$ cat src/tsss_pkg.sv
package tsss_pkg;

  localparam int PATTERN_MAX_DEF   = 16;
  localparam int TAG_BITS_DEF      = 16;
  localparam int POSITION_BITS_DEF = 16;

  localparam int LEN_BITS   = 5;
  localparam int FIELD_BITS = 16;

  typedef enum logic [1:0] {
    CMD_LOAD  = 2'd0,
    CMD_TEXT  = 2'd1,
    CMD_START = 2'd2
  } cmd_t;

  typedef struct packed {
    cmd_t                  command;
    logic [FIELD_BITS-1:0] index;
    logic [FIELD_BITS-1:0] tag_code;
    logic                  last;
  } item_t;

  typedef struct packed {
    logic                  match_found;
    logic [FIELD_BITS-1:0] match_position;
    logic                  search_finished;
    logic                  no_match;
  } result_t;

endpackage

$ cat src/tag_sequence_substring_search.sv
// Streamed leftmost substring search over tag codes.
// Input channel (in_*): one item per handshake. tuser carries the command:
// load a pattern slot, a text element, or start a new search. tlast marks
// the final text element of a search. Every accepted item gives exactly one
// result item on the output channel (out_*), in order.
// cfg_wr_en/cfg_wr_data set the pattern length; write it only while idle.
// An accepted item sits in the input register; the result register loads
// its result when the output channel can advance. Throughput: one item per
// cycle while the receiver takes results; the per-item state update (text
// shift line and its compare matrix against the stored pattern) is worked
// out combinationally between the two registers.
// When the receiver stalls, the result register holds, the input register
// fills, and in_tready drops; nothing is lost or repeated.
// Reset (rst_n low at a clock edge, synchronous) empties both registers,
// clears the search state and sets the pattern length to 1. Pattern slots
// are not cleared and must be loaded before use.
module tag_sequence_substring_search #(
  parameter int PATTERN_MAX   = tsss_pkg::PATTERN_MAX_DEF,
  parameter int TAG_BITS      = tsss_pkg::TAG_BITS_DEF,
  parameter int POSITION_BITS = tsss_pkg::POSITION_BITS_DEF
) (
  input  logic        clk,
  input  logic        rst_n,
  input  logic        in_tvalid,
  output logic        in_tready,
  input  logic [31:0] in_tdata,   // index[15:0], tag_code[31:16]
  input  logic [1:0]  in_tuser,   // command[1:0]
  input  logic        in_tlast,   // last
  output logic        out_tvalid,
  input  logic        out_tready,
  output logic [23:0] out_tdata,  // match_found[0], match_position[16:1], no_match[17]
  output logic        out_tlast,  // search_finished
  input  logic        cfg_wr_en,
  input  logic [tsss_pkg::LEN_BITS-1:0] cfg_wr_data
);
  import tsss_pkg::*;

  logic    s1_valid_r, s1_valid_nxt;
  item_t   s1_item_r;
  item_t   in_item;
  logic    adv;
  logic    fire;
  logic    in_fire;
  result_t core_res;
  result_t out_res;

  assign in_item.command  = cmd_t'(in_tuser);
  assign in_item.index    = in_tdata[15:0];
  assign in_item.tag_code = in_tdata[31:16];
  assign in_item.last     = in_tlast;

  assign adv       = !out_tvalid || out_tready;
  assign fire      = s1_valid_r && adv;
  assign in_tready = !s1_valid_r || adv;
  assign in_fire   = in_tvalid && in_tready;

  always_comb begin
    s1_valid_nxt = s1_valid_r;
    if (in_fire) begin
      s1_valid_nxt = 1'b1;
    end else if (fire) begin
      s1_valid_nxt = 1'b0;
    end
  end

  always_ff @(posedge clk) begin
    if (!rst_n) begin
      s1_valid_r <= 1'b0;
    end else begin
      s1_valid_r <= s1_valid_nxt;
    end
  end

  always_ff @(posedge clk) begin
    if (in_fire) begin
      s1_item_r <= in_item;
    end
  end

  tsss_match_core #(
    .PATTERN_MAX   (PATTERN_MAX),
    .TAG_BITS      (TAG_BITS),
    .POSITION_BITS (POSITION_BITS)
  ) u_core (
    .clk         (clk),
    .rst_n       (rst_n),
    .cfg_wr_en   (cfg_wr_en),
    .cfg_wr_data (cfg_wr_data),
    .fire        (fire),
    .item        (s1_item_r),
    .result      (core_res)
  );

  tsss_out_reg u_out (
    .clk   (clk),
    .rst_n (rst_n),
    .load  (fire),
    .take  (out_tready),
    .din   (core_res),
    .valid (out_tvalid),
    .dout  (out_res)
  );

  assign out_tdata = {6'd0, out_res.no_match, out_res.match_position, out_res.match_found};
  assign out_tlast = out_res.search_finished;

  a_nomatch_only_at_end: assert property (@(posedge clk) disable iff (!rst_n)
    out_tvalid && out_tdata[17] |-> out_tlast)
    else $error("no_match without search_finished");

  a_found_xor_none: assert property (@(posedge clk) disable iff (!rst_n)
    out_tvalid |-> !(out_tdata[0] && out_tdata[17]))
    else $error("match_found and no_match together");

  a_fire_gives_result: assert property (@(posedge clk) disable iff (!rst_n)
    fire |=> out_tvalid)
    else $error("item advanced without a result");

  a_non_text_idle: assert property (@(posedge clk) disable iff (!rst_n)
    fire && (s1_item_r.command != CMD_TEXT) |=> !out_tlast && !out_tdata[0])
    else $error("non-text item flagged a match or end");

  a_stall_cause: assert property (@(posedge clk) disable iff (!rst_n)
    !in_tready |-> s1_valid_r && out_tvalid && !out_tready)
    else $error("input stalled without a full pipeline");

endmodule

$ cat src/tsss_match_core.sv
module tsss_match_core #(
  parameter int PATTERN_MAX   = 16,
  parameter int TAG_BITS      = 16,
  parameter int POSITION_BITS = 16
) (
  input  logic                     clk,
  input  logic                     rst_n,
  input  logic                     cfg_wr_en,
  input  logic [tsss_pkg::LEN_BITS-1:0] cfg_wr_data,
  input  logic                     fire,
  input  tsss_pkg::item_t          item,
  output tsss_pkg::result_t        result
);
  import tsss_pkg::*;

  localparam int LW = $clog2(PATTERN_MAX);
  localparam int FW = $clog2(PATTERN_MAX + 1);
  localparam int WB = (POSITION_BITS > FIELD_BITS) ? POSITION_BITS : FIELD_BITS;

  logic [LEN_BITS-1:0]      pattern_length_r;
  logic [TAG_BITS-1:0]      pattern_r   [PATTERN_MAX];
  logic [TAG_BITS-1:0]      pattern_nxt [PATTERN_MAX];
  logic [TAG_BITS-1:0]      window_r    [PATTERN_MAX];
  logic [TAG_BITS-1:0]      window_nxt  [PATTERN_MAX];
  // eq_r[i][j]: window element i equals pattern slot j
  logic [PATTERN_MAX-1:0]   eq_r        [PATTERN_MAX];
  logic [PATTERN_MAX-1:0]   eq_nxt      [PATTERN_MAX];
  logic [FW-1:0]            fill_r, fill_nxt, fill_inc;
  logic [POSITION_BITS-1:0] pos_r, pos_nxt;
  logic                     found_r, found_nxt;
  logic [POSITION_BITS-1:0] mstart_r, mstart_nxt;

  logic [TAG_BITS-1:0]      tag;
  logic [LW-1:0]            lenm1;
  logic [LW-1:0]            slot;
  logic                     slot_ok;
  logic [PATTERN_MAX-1:0]   hit_len;
  logic                     hit;
  logic                     finished;
  logic [WB-1:0]            idx_w;
  logic [POSITION_BITS-1:0] start_pos;
  logic [POSITION_BITS-1:0] lenm1_p;

  assign tag     = TAG_BITS'(item.tag_code);
  assign slot    = LW'(item.index);
  assign slot_ok = item.index < FIELD_BITS'(PATTERN_MAX);
  assign lenm1_p = POSITION_BITS'(lenm1);
  assign idx_w   = WB'(item.index);

  always_comb begin
    logic [7:0] len8;
    len8 = 8'(pattern_length_r);
    if (len8 == 8'd0) begin
      lenm1 = '0;
    end else if (len8 > 8'(PATTERN_MAX)) begin
      lenm1 = LW'(PATTERN_MAX - 1);
    end else begin
      lenm1 = LW'(len8 - 8'd1);
    end
  end

  always_comb begin
    if (idx_w > WB'({POSITION_BITS{1'b1}})) begin
      start_pos = '1;
    end else begin
      start_pos = POSITION_BITS'(idx_w);
    end
  end

  assign fill_inc = (fill_r < FW'(PATTERN_MAX)) ? fill_r + FW'(1) : fill_r;

  always_comb begin
    pattern_nxt = pattern_r;
    window_nxt  = window_r;
    eq_nxt      = eq_r;
    fill_nxt    = fill_r;
    pos_nxt     = pos_r;
    found_nxt   = found_r;
    mstart_nxt  = mstart_r;
    hit_len     = '0;
    hit         = 1'b0;
    finished    = 1'b0;

    case (item.command)
      CMD_LOAD: begin
        if (slot_ok) begin
          pattern_nxt[slot] = tag;
          for (int i = 0; i < PATTERN_MAX; i++) begin
            eq_nxt[i][slot] = (window_r[i] == tag);
          end
        end
      end
      CMD_TEXT: begin
        window_nxt[0] = tag;
        for (int i = 1; i < PATTERN_MAX; i++) begin
          window_nxt[i] = window_r[i-1];
          eq_nxt[i]     = eq_r[i-1];
        end
        for (int j = 0; j < PATTERN_MAX; j++) begin
          eq_nxt[0][j] = (pattern_r[j] == tag);
        end
        fill_nxt = fill_inc;
        // one AND per candidate length over fixed matrix bits
        for (int l = 0; l < PATTERN_MAX; l++) begin
          hit_len[l] = 1'b1;
          for (int k = 0; k < PATTERN_MAX; k++) begin
            if (k <= l) begin
              hit_len[l] = hit_len[l] & eq_nxt[k][l-k];
            end
          end
        end
        if (!found_r && hit_len[lenm1] && (8'(fill_inc) > 8'(lenm1))) begin
          hit        = 1'b1;
          found_nxt  = 1'b1;
          mstart_nxt = (pos_r >= lenm1_p) ? pos_r - lenm1_p : '0;
        end
        if (pos_r != '1) begin
          pos_nxt = pos_r + POSITION_BITS'(1);
        end
        finished = item.last;
      end
      CMD_START: begin
        for (int i = 0; i < PATTERN_MAX; i++) begin
          window_nxt[i] = '0;
        end
        fill_nxt   = '0;
        pos_nxt    = start_pos;
        found_nxt  = 1'b0;
        mstart_nxt = '0;
      end
      default: begin
      end
    endcase
  end

  assign result.match_found     = hit;
  assign result.match_position  = FIELD_BITS'(mstart_nxt);
  assign result.search_finished = finished;
  assign result.no_match        = finished && !found_nxt;

  always_ff @(posedge clk) begin
    if (!rst_n) begin
      pattern_length_r <= LEN_BITS'(1);
    end else if (cfg_wr_en) begin
      pattern_length_r <= cfg_wr_data;
    end
  end

  always_ff @(posedge clk) begin
    if (!rst_n) begin
      for (int i = 0; i < PATTERN_MAX; i++) begin
        window_r[i] <= '0;
      end
      fill_r   <= '0;
      pos_r    <= '0;
      found_r  <= 1'b0;
      mstart_r <= '0;
    end else if (fire) begin
      window_r <= window_nxt;
      fill_r   <= fill_nxt;
      pos_r    <= pos_nxt;
      found_r  <= found_nxt;
      mstart_r <= mstart_nxt;
    end
  end

  always_ff @(posedge clk) begin
    if (fire) begin
      pattern_r <= pattern_nxt;
      eq_r      <= eq_nxt;
    end
  end

endmodule

$ cat src/tsss_out_reg.sv
module tsss_out_reg (
  input  logic              clk,
  input  logic              rst_n,
  input  logic              load,
  input  logic              take,
  input  tsss_pkg::result_t din,
  output logic              valid,
  output tsss_pkg::result_t dout
);
  import tsss_pkg::*;

  logic    valid_r, valid_nxt;
  result_t data_r;

  always_comb begin
    valid_nxt = valid_r;
    if (load) begin
      valid_nxt = 1'b1;
    end else if (take) begin
      valid_nxt = 1'b0;
    end
  end

  always_ff @(posedge clk) begin
    if (!rst_n) begin
      valid_r <= 1'b0;
    end else begin
      valid_r <= valid_nxt;
    end
  end

  always_ff @(posedge clk) begin
    if (load) begin
      data_r <= din;
    end
  end

  assign valid = valid_r;
  assign dout  = data_r;

endmodule
$ cat config.mk
export PLATFORM = sky130hd
export DESIGN_NAME = tag_sequence_substring_search
export DESIGN_NICKNAME = d
export VERILOG_FILES = /design/src/tsss_pkg.sv /design/src/tag_sequence_substring_search.sv /design/src/tsss_match_core.sv /design/src/tsss_out_reg.sv
export SDC_FILE = /design/constraint.sdc
export NUM_CORES = 1
export LEC_CHECK = 0
export BUFFER_PORTS_ARGS = -buffer_cell sky130_fd_sc_hd__buf_2
export CAP_MARGIN = 20
export CORE_ASPECT_RATIO = 0.5
export CORE_MARGIN = 2
export CORE_UTILIZATION = 35
export DETAILED_ROUTE_END_ITERATION = 7
export PLACE_DENSITY = 0.47
export SYNTH_ARGS = -nofsm -noshare
export SYNTH_HDL_FRONTEND = slang
export SYNTH_SLANG_ARGS = --single-unit
$ cat constraint.sdc
create_clock -name clk -period 8.87 [get_ports clk]
set_input_delay 2.661 -clock clk [delete_from_list [all_inputs] [get_ports clk]]
set_output_delay 2.661 -clock clk [all_outputs]
set_load 0.02 [all_outputs]
After elaboration in Yosys (flattened, before gate mapping)
Cells that the tools add are included.
- add/subtract/negate cells: 4
- magnitude comparators: 11
- equality and inequality tests: 37
- multiplexer cells: 180
- bitwise gates (word level): 121
- reductions and logical operators: 23
- operator list (kind ; number):
    case mux 256 bit (2 select lines) ; 2
    == test 16 bit ; 32
    bitwise mux 16 bit ; 16
    bitwise mux 256 bit ; 1
    2-to-1 mux 256 bit ; 1
    2-to-1 mux 1 bit ; 145
    AND 1 bit ; 120
    2-to-1 mux 16 bit ; 5
    demux 16 bit (select 4 bit) ; 1
    case mux 16 bit (2 select lines) ; 2
    adder 16 x 1 -> 16 bit (second input constant) ; 1
    greater-or-equal comparator 16 x 4 -> 1 bit ; 1
    greater-than comparator 16 bit (second input constant) ; 1
    < comparator 16 x 5 -> 1 bit (second input constant) ; 1
    != test 16 bit (second input constant) ; 1
    subtractor 16 x 4 -> 16 bit ; 1
    < comparator 4 x 5 -> 1 bit (second input constant) ; 2
    case mux 5 bit (2 select lines) ; 1
    AND reduction 3 bit ; 3
    2-to-1 mux 4 bit ; 2
    nonzero test 2 bit ; 4
    logical AND 1 bit ; 7
    adder 5 x 1 -> 5 bit (second input constant) ; 1
    greater-or-equal comparator 5 bit (second input constant) ; 1
    other kinds (19) ; 24
- bits in registers: 867
- input port bits: 45
- output and inout port bits: 27
- word-level logic and storage cells: 439

Logic depth before layout (Yosys ltp)
- depth after elaboration: 40
- mapped depth: 18
- gate-level depth less buffers: 17

Hierarchy
A second synthesis with hierarchy kept.
- cell total of the unflattened synthesis: 3023
- area total of the unflattened synthesis: 32806.5 sq um
- by module, submodules not included (module ; times used ; cells each ; area an instance (sq um) ; seq. area each (sq um)):
    tsss_match_core ; 1 ; 2952 ; 31019.8 ; 16956.3
    tag_sequence_substring_search ; 1 ; 49 ; 1174.9 ; 1071.0
    tsss_out_reg ; 1 ; 22 ; 611.8 ; 590.6

Least setup slack after synthesis
OpenSTA, ideal clock, no wires.
- path kind: input to register
- start: input port out_tready
- end: register u_core.pattern_r[176] in the netlist's numbering, enable pin
- setup time: 430 ps
- arrival time: 5692 ps
- data required time: 8440 ps
- slack: 2748 ps
- stages on the path: 6
- buffers on the path: 2
- cell sequence: nor2b_1 > nor2b_1 > clkbuf_1 > nand4_1 > clkbuf_1 > nor4_1
- word-level cells in the longest chain between the ends: 3
- RTL lines (what ; line ; RTL):
    start, declared ; tag_sequence_substring_search.sv:30 ; input logic out_tready,
    logical OR 1 bit ; tag_sequence_substring_search.sv:52 ; assign adv = !out_tvalid || out_tready;
    logical AND 1 bit ; tag_sequence_substring_search.sv:53 ; assign fire = s1_valid_r && adv;
    named net fire ; tag_sequence_substring_search.sv:42 ; logic fire;
    AND reduction 3 bit (no source line) ; n/a ;
    end signal, assigned ; tsss_match_core.sv:169 ; pattern_r <= pattern_nxt;
    end, declared ; tsss_match_core.sv:21 ; logic [TAG_BITS-1:0] pattern_r [PATTERN_MAX];
The timed path passes the listed nets, and every way through them passes these cells.
A chain may end at the register's enable or synchronous reset.

Final worst setup path
- start: input port out_tready
- end: output port in_tready
- word-level cells in the longest chain between the ends: 2
- RTL lines (what ; line ; RTL):
    logical OR 1 bit ; tag_sequence_substring_search.sv:52 ;
    logical OR 1 bit ; tag_sequence_substring_search.sv:54 ; assign in_tready = !s1_valid_r || adv;
    end, declared ; tag_sequence_substring_search.sv:25 ; output logic in_tready,
No other way between the ends.

==> results.tsv <==
metric	value	unit
Post-synth ARST share	0	%
final hold violations	0	
most frequent cells in the layout	edfxtp_1, xor2_1, dfxtp_1	
CTS tree	done	
Hold Path Class	flop to flop	
cts bufs inserted	70	
Max Clk Rate	168.6	MHz
die width	440.2	um
GRT Total Usage	18.96	%
slew margin rel.	24.91	%
synthesized area	0.03330	mm^2
commonest non-fill, non-tap cell in the layout	edfxtp_1	
Max FO, Critical Path	4	
Post-CTS Setup Inserts	0	
actual slew at the worst max-slew pin	1126	ps
htree depth	3	
Final Total Pwr	7089	uW
RSZ-0062 raised after global routing	false	
Max Root-Sink Buffers	3	
Synth Warn #	0	
first-pass GRT wire length	140300	um
Top Family by Delay on Critical Path	simple AND/OR/NAND/NOR gates	
status	complete, no violations	
largest net degree at the start of global routing	242	
Setup TNS Final	0	ps
final wirelength	93570	um
IO Pins	72	
fin crit period	5931	ps
initial DRC count	2096	
CP endpoint kind	output port	
antenna cell count	0	
Core Footprint	0.09361	mm^2
most used cell, CP	buf_2	
Post-synth EDFFs	430	
cts hold-fix bufs	0	
drt drc	0	
Post-layout nets	3069	
Synth top area share	38.78	%
Critical Path RT	6210	ps
Syn Inst Count	3024	
die area	0.09778	mm^2
Layout Utilization	39.75	%
IO Port Bufs	65	
Die H	222.1	um
final period utilization	66.87	%
vias in the first global route	21470	
starting density of the core	35.58	%
vias per cell	5.177	
register bit total from synthesis	715	
Max Cap Viol	0	
P_leak	0.01217	uW
Critical Path AT	3270	ps
Root Buffer	clkbuf_16	
Setup-failing EPs final	0	
Clock transition at path regs	70	ps
CP Class	primary input to output port	
Slew Viols, Final	0	
crit path buf inv count	2	
cell taking the most area after synthesis	edfxtp_1	
Vias	22360	
Seq/Total Area, Yosys	55.91	%
Synth Area per Inst	11.01	um^2
initial antenna violation count	4	
CTS Sinks	715	
Distinct cells, synth	62	
ratio of cells with drive above 1 in the final layout	9.566	%
HPWL Detailed	59030	um
GRT Residual Overflow	0	
Pwr Density	190.5	mW/mm^2
CP Launch Type	primary input	
slowest stage delay, CP	240	ps
peak supply drop	0.1188	mV
worst skew pair latency	660	ps
critical-path cell list	buf_2, nor2b_1, nand2_1, buf_2	
area grow syn2layout	11.73	%
Rows	79	
critical path's slowest cell	nor2b_1	
dominant synthesized flop cell	edfxtp_1	
Clock Skew	20.06	ps
RD Place Congestion	0.8116	
drt pass-1 iters	6	
Avg WL per Cell	21.67	um
dominant cells by area after synthesis	edfxtp_1, dfxtp_1, xor2_1	
post-cts repair resize count	0	
DRT antenna net count	0	
[per-layer routing]
metal	global-route usage [%]	vias up	routed length, um	share of wire, %
li1	-	10660	-	-
met1	30.34	11060	49610	53
met2	26.01	518	37790	40
met3	3.020	117	4291	4.6
met4	4.706	0	1872	2.0
met5	0	-	0	0
[flip-flops by register name, summed over array words and instances, names as in the netlist]
| register | flops |
|---|---|
| s1_item_r | 35 |
| s1_valid_r | 1 |
| u_core.eq_r | 120 |
| u_core.fill_r | 5 |
| u_core.found_r | 1 |
| u_core.mstart_r | 16 |
| u_core.pattern_length_r | 5 |
| u_core.pattern_r | 256 |
| u_core.pos_r | 16 |
| u_core.window_r | 240 |
| u_out.dout | 19 |
| u_out.valid | 1 |
[cell usage after synthesis (4+ instances only)]
master     number
inv_1          19
a21oi_1       282
nand4_1       102
nand3_1        27
nor3_1         21
clkbuf_1      172
ha_1           14
o21ai_0       129
o2bb2ai_1      14
buf_6           6
nand2b_1        5
nor4_1         98
nor3b_1       240
buf_2          35
o22ai_2         9
o22ai_1        11
and3_1          7
or4_1           5
buf_1          20
xnor2_1       219
nor2b_1       266
dfxtp_1       285
edfxtp_1      430
a31oi_1         4
buf_4           7
o31ai_1         8
mux2i_1         6
xor2_1        291
o221a_2         4
nand2_1       176
nor2_1         59
a22oi_1         7
o21a_1          5
[report_power, final]
| part | total, uW | internal, uW | switching (uW) | leakage, uW |
|---|---|---|---|---|
| sequential | 3560 | 3530 | 24.2 | 0.00625 |
| combinational | 525 | 163 | 363 | 0.00482 |
| clock | 3000 | 1660 | 1340 | 0.00110 |
| total | 7090 | 5360 | 1730 | 0.0122 |
[worst min-delay path: stages, from the launching register on]
cell	delay, ps
dfxtp_1	310
nand2_1	50
o22ai_1	60
[final cells by class]
| type | instances | area [um^2] |
|---|---|---|
| sequential | 715 | 18620 |
| tap | 1255 | 1570 |
| clock buffer | 101 | 1999 |
| inverter | 20 | 77.57 |
| multi-input combinational | 2054 | 13710 |
| clock inverter | 25 | 215.2 |
| fill | 9091 | 56400 |
| timing repair buffer | 148 | 1016 |
[through the flow]
step / cells / worst slack [ps] / instance area [um^2] / hold WS [ps]
after floorplan: 3029 / 2748 / 33320 / 445.8
after global placement: 4180 / 2916 / 34880 / 454.8
after detailed placement: 4191 / 2936 / 34990 / 461.4
after CTS: 4317 / 2929 / 37200 / 472.7
after global routing: 4318 / 2856 / 37210 / 499.7
final: 4318 / 2939 / 37210 / 472.6
[cells by family after synthesis]
logic type / after synthesis / share of synthesized area, %
AOI/OAI and AO/OA: 493 / 8.255
xor gates and xnor gates: 510 / 13.41
adders and majority gates: 16 / 0.6275
buffers and inverters: 260 / 3.284
DFF: 715 / 55.91
muxes: 8 / 0.2480
other: 1 / 0.01126
and+or+nand+nor: 1021 / 18.25
[worst paths after layout]
check	slack (ps)	end	startpoint	depth (start not counted)
worst max-delay path	2940	in_tready	out_tready	4
worst min-delay path	470	u_core.mstart_r[14]	u_core.mstart_r[14]	2
worst max register to register	4020	u_out.dout[17]	s1_item_r[7]	10
worst min register to register	470	u_core.mstart_r[14]	u_core.mstart_r[14]	2
(Power assumes the default switching activity.)
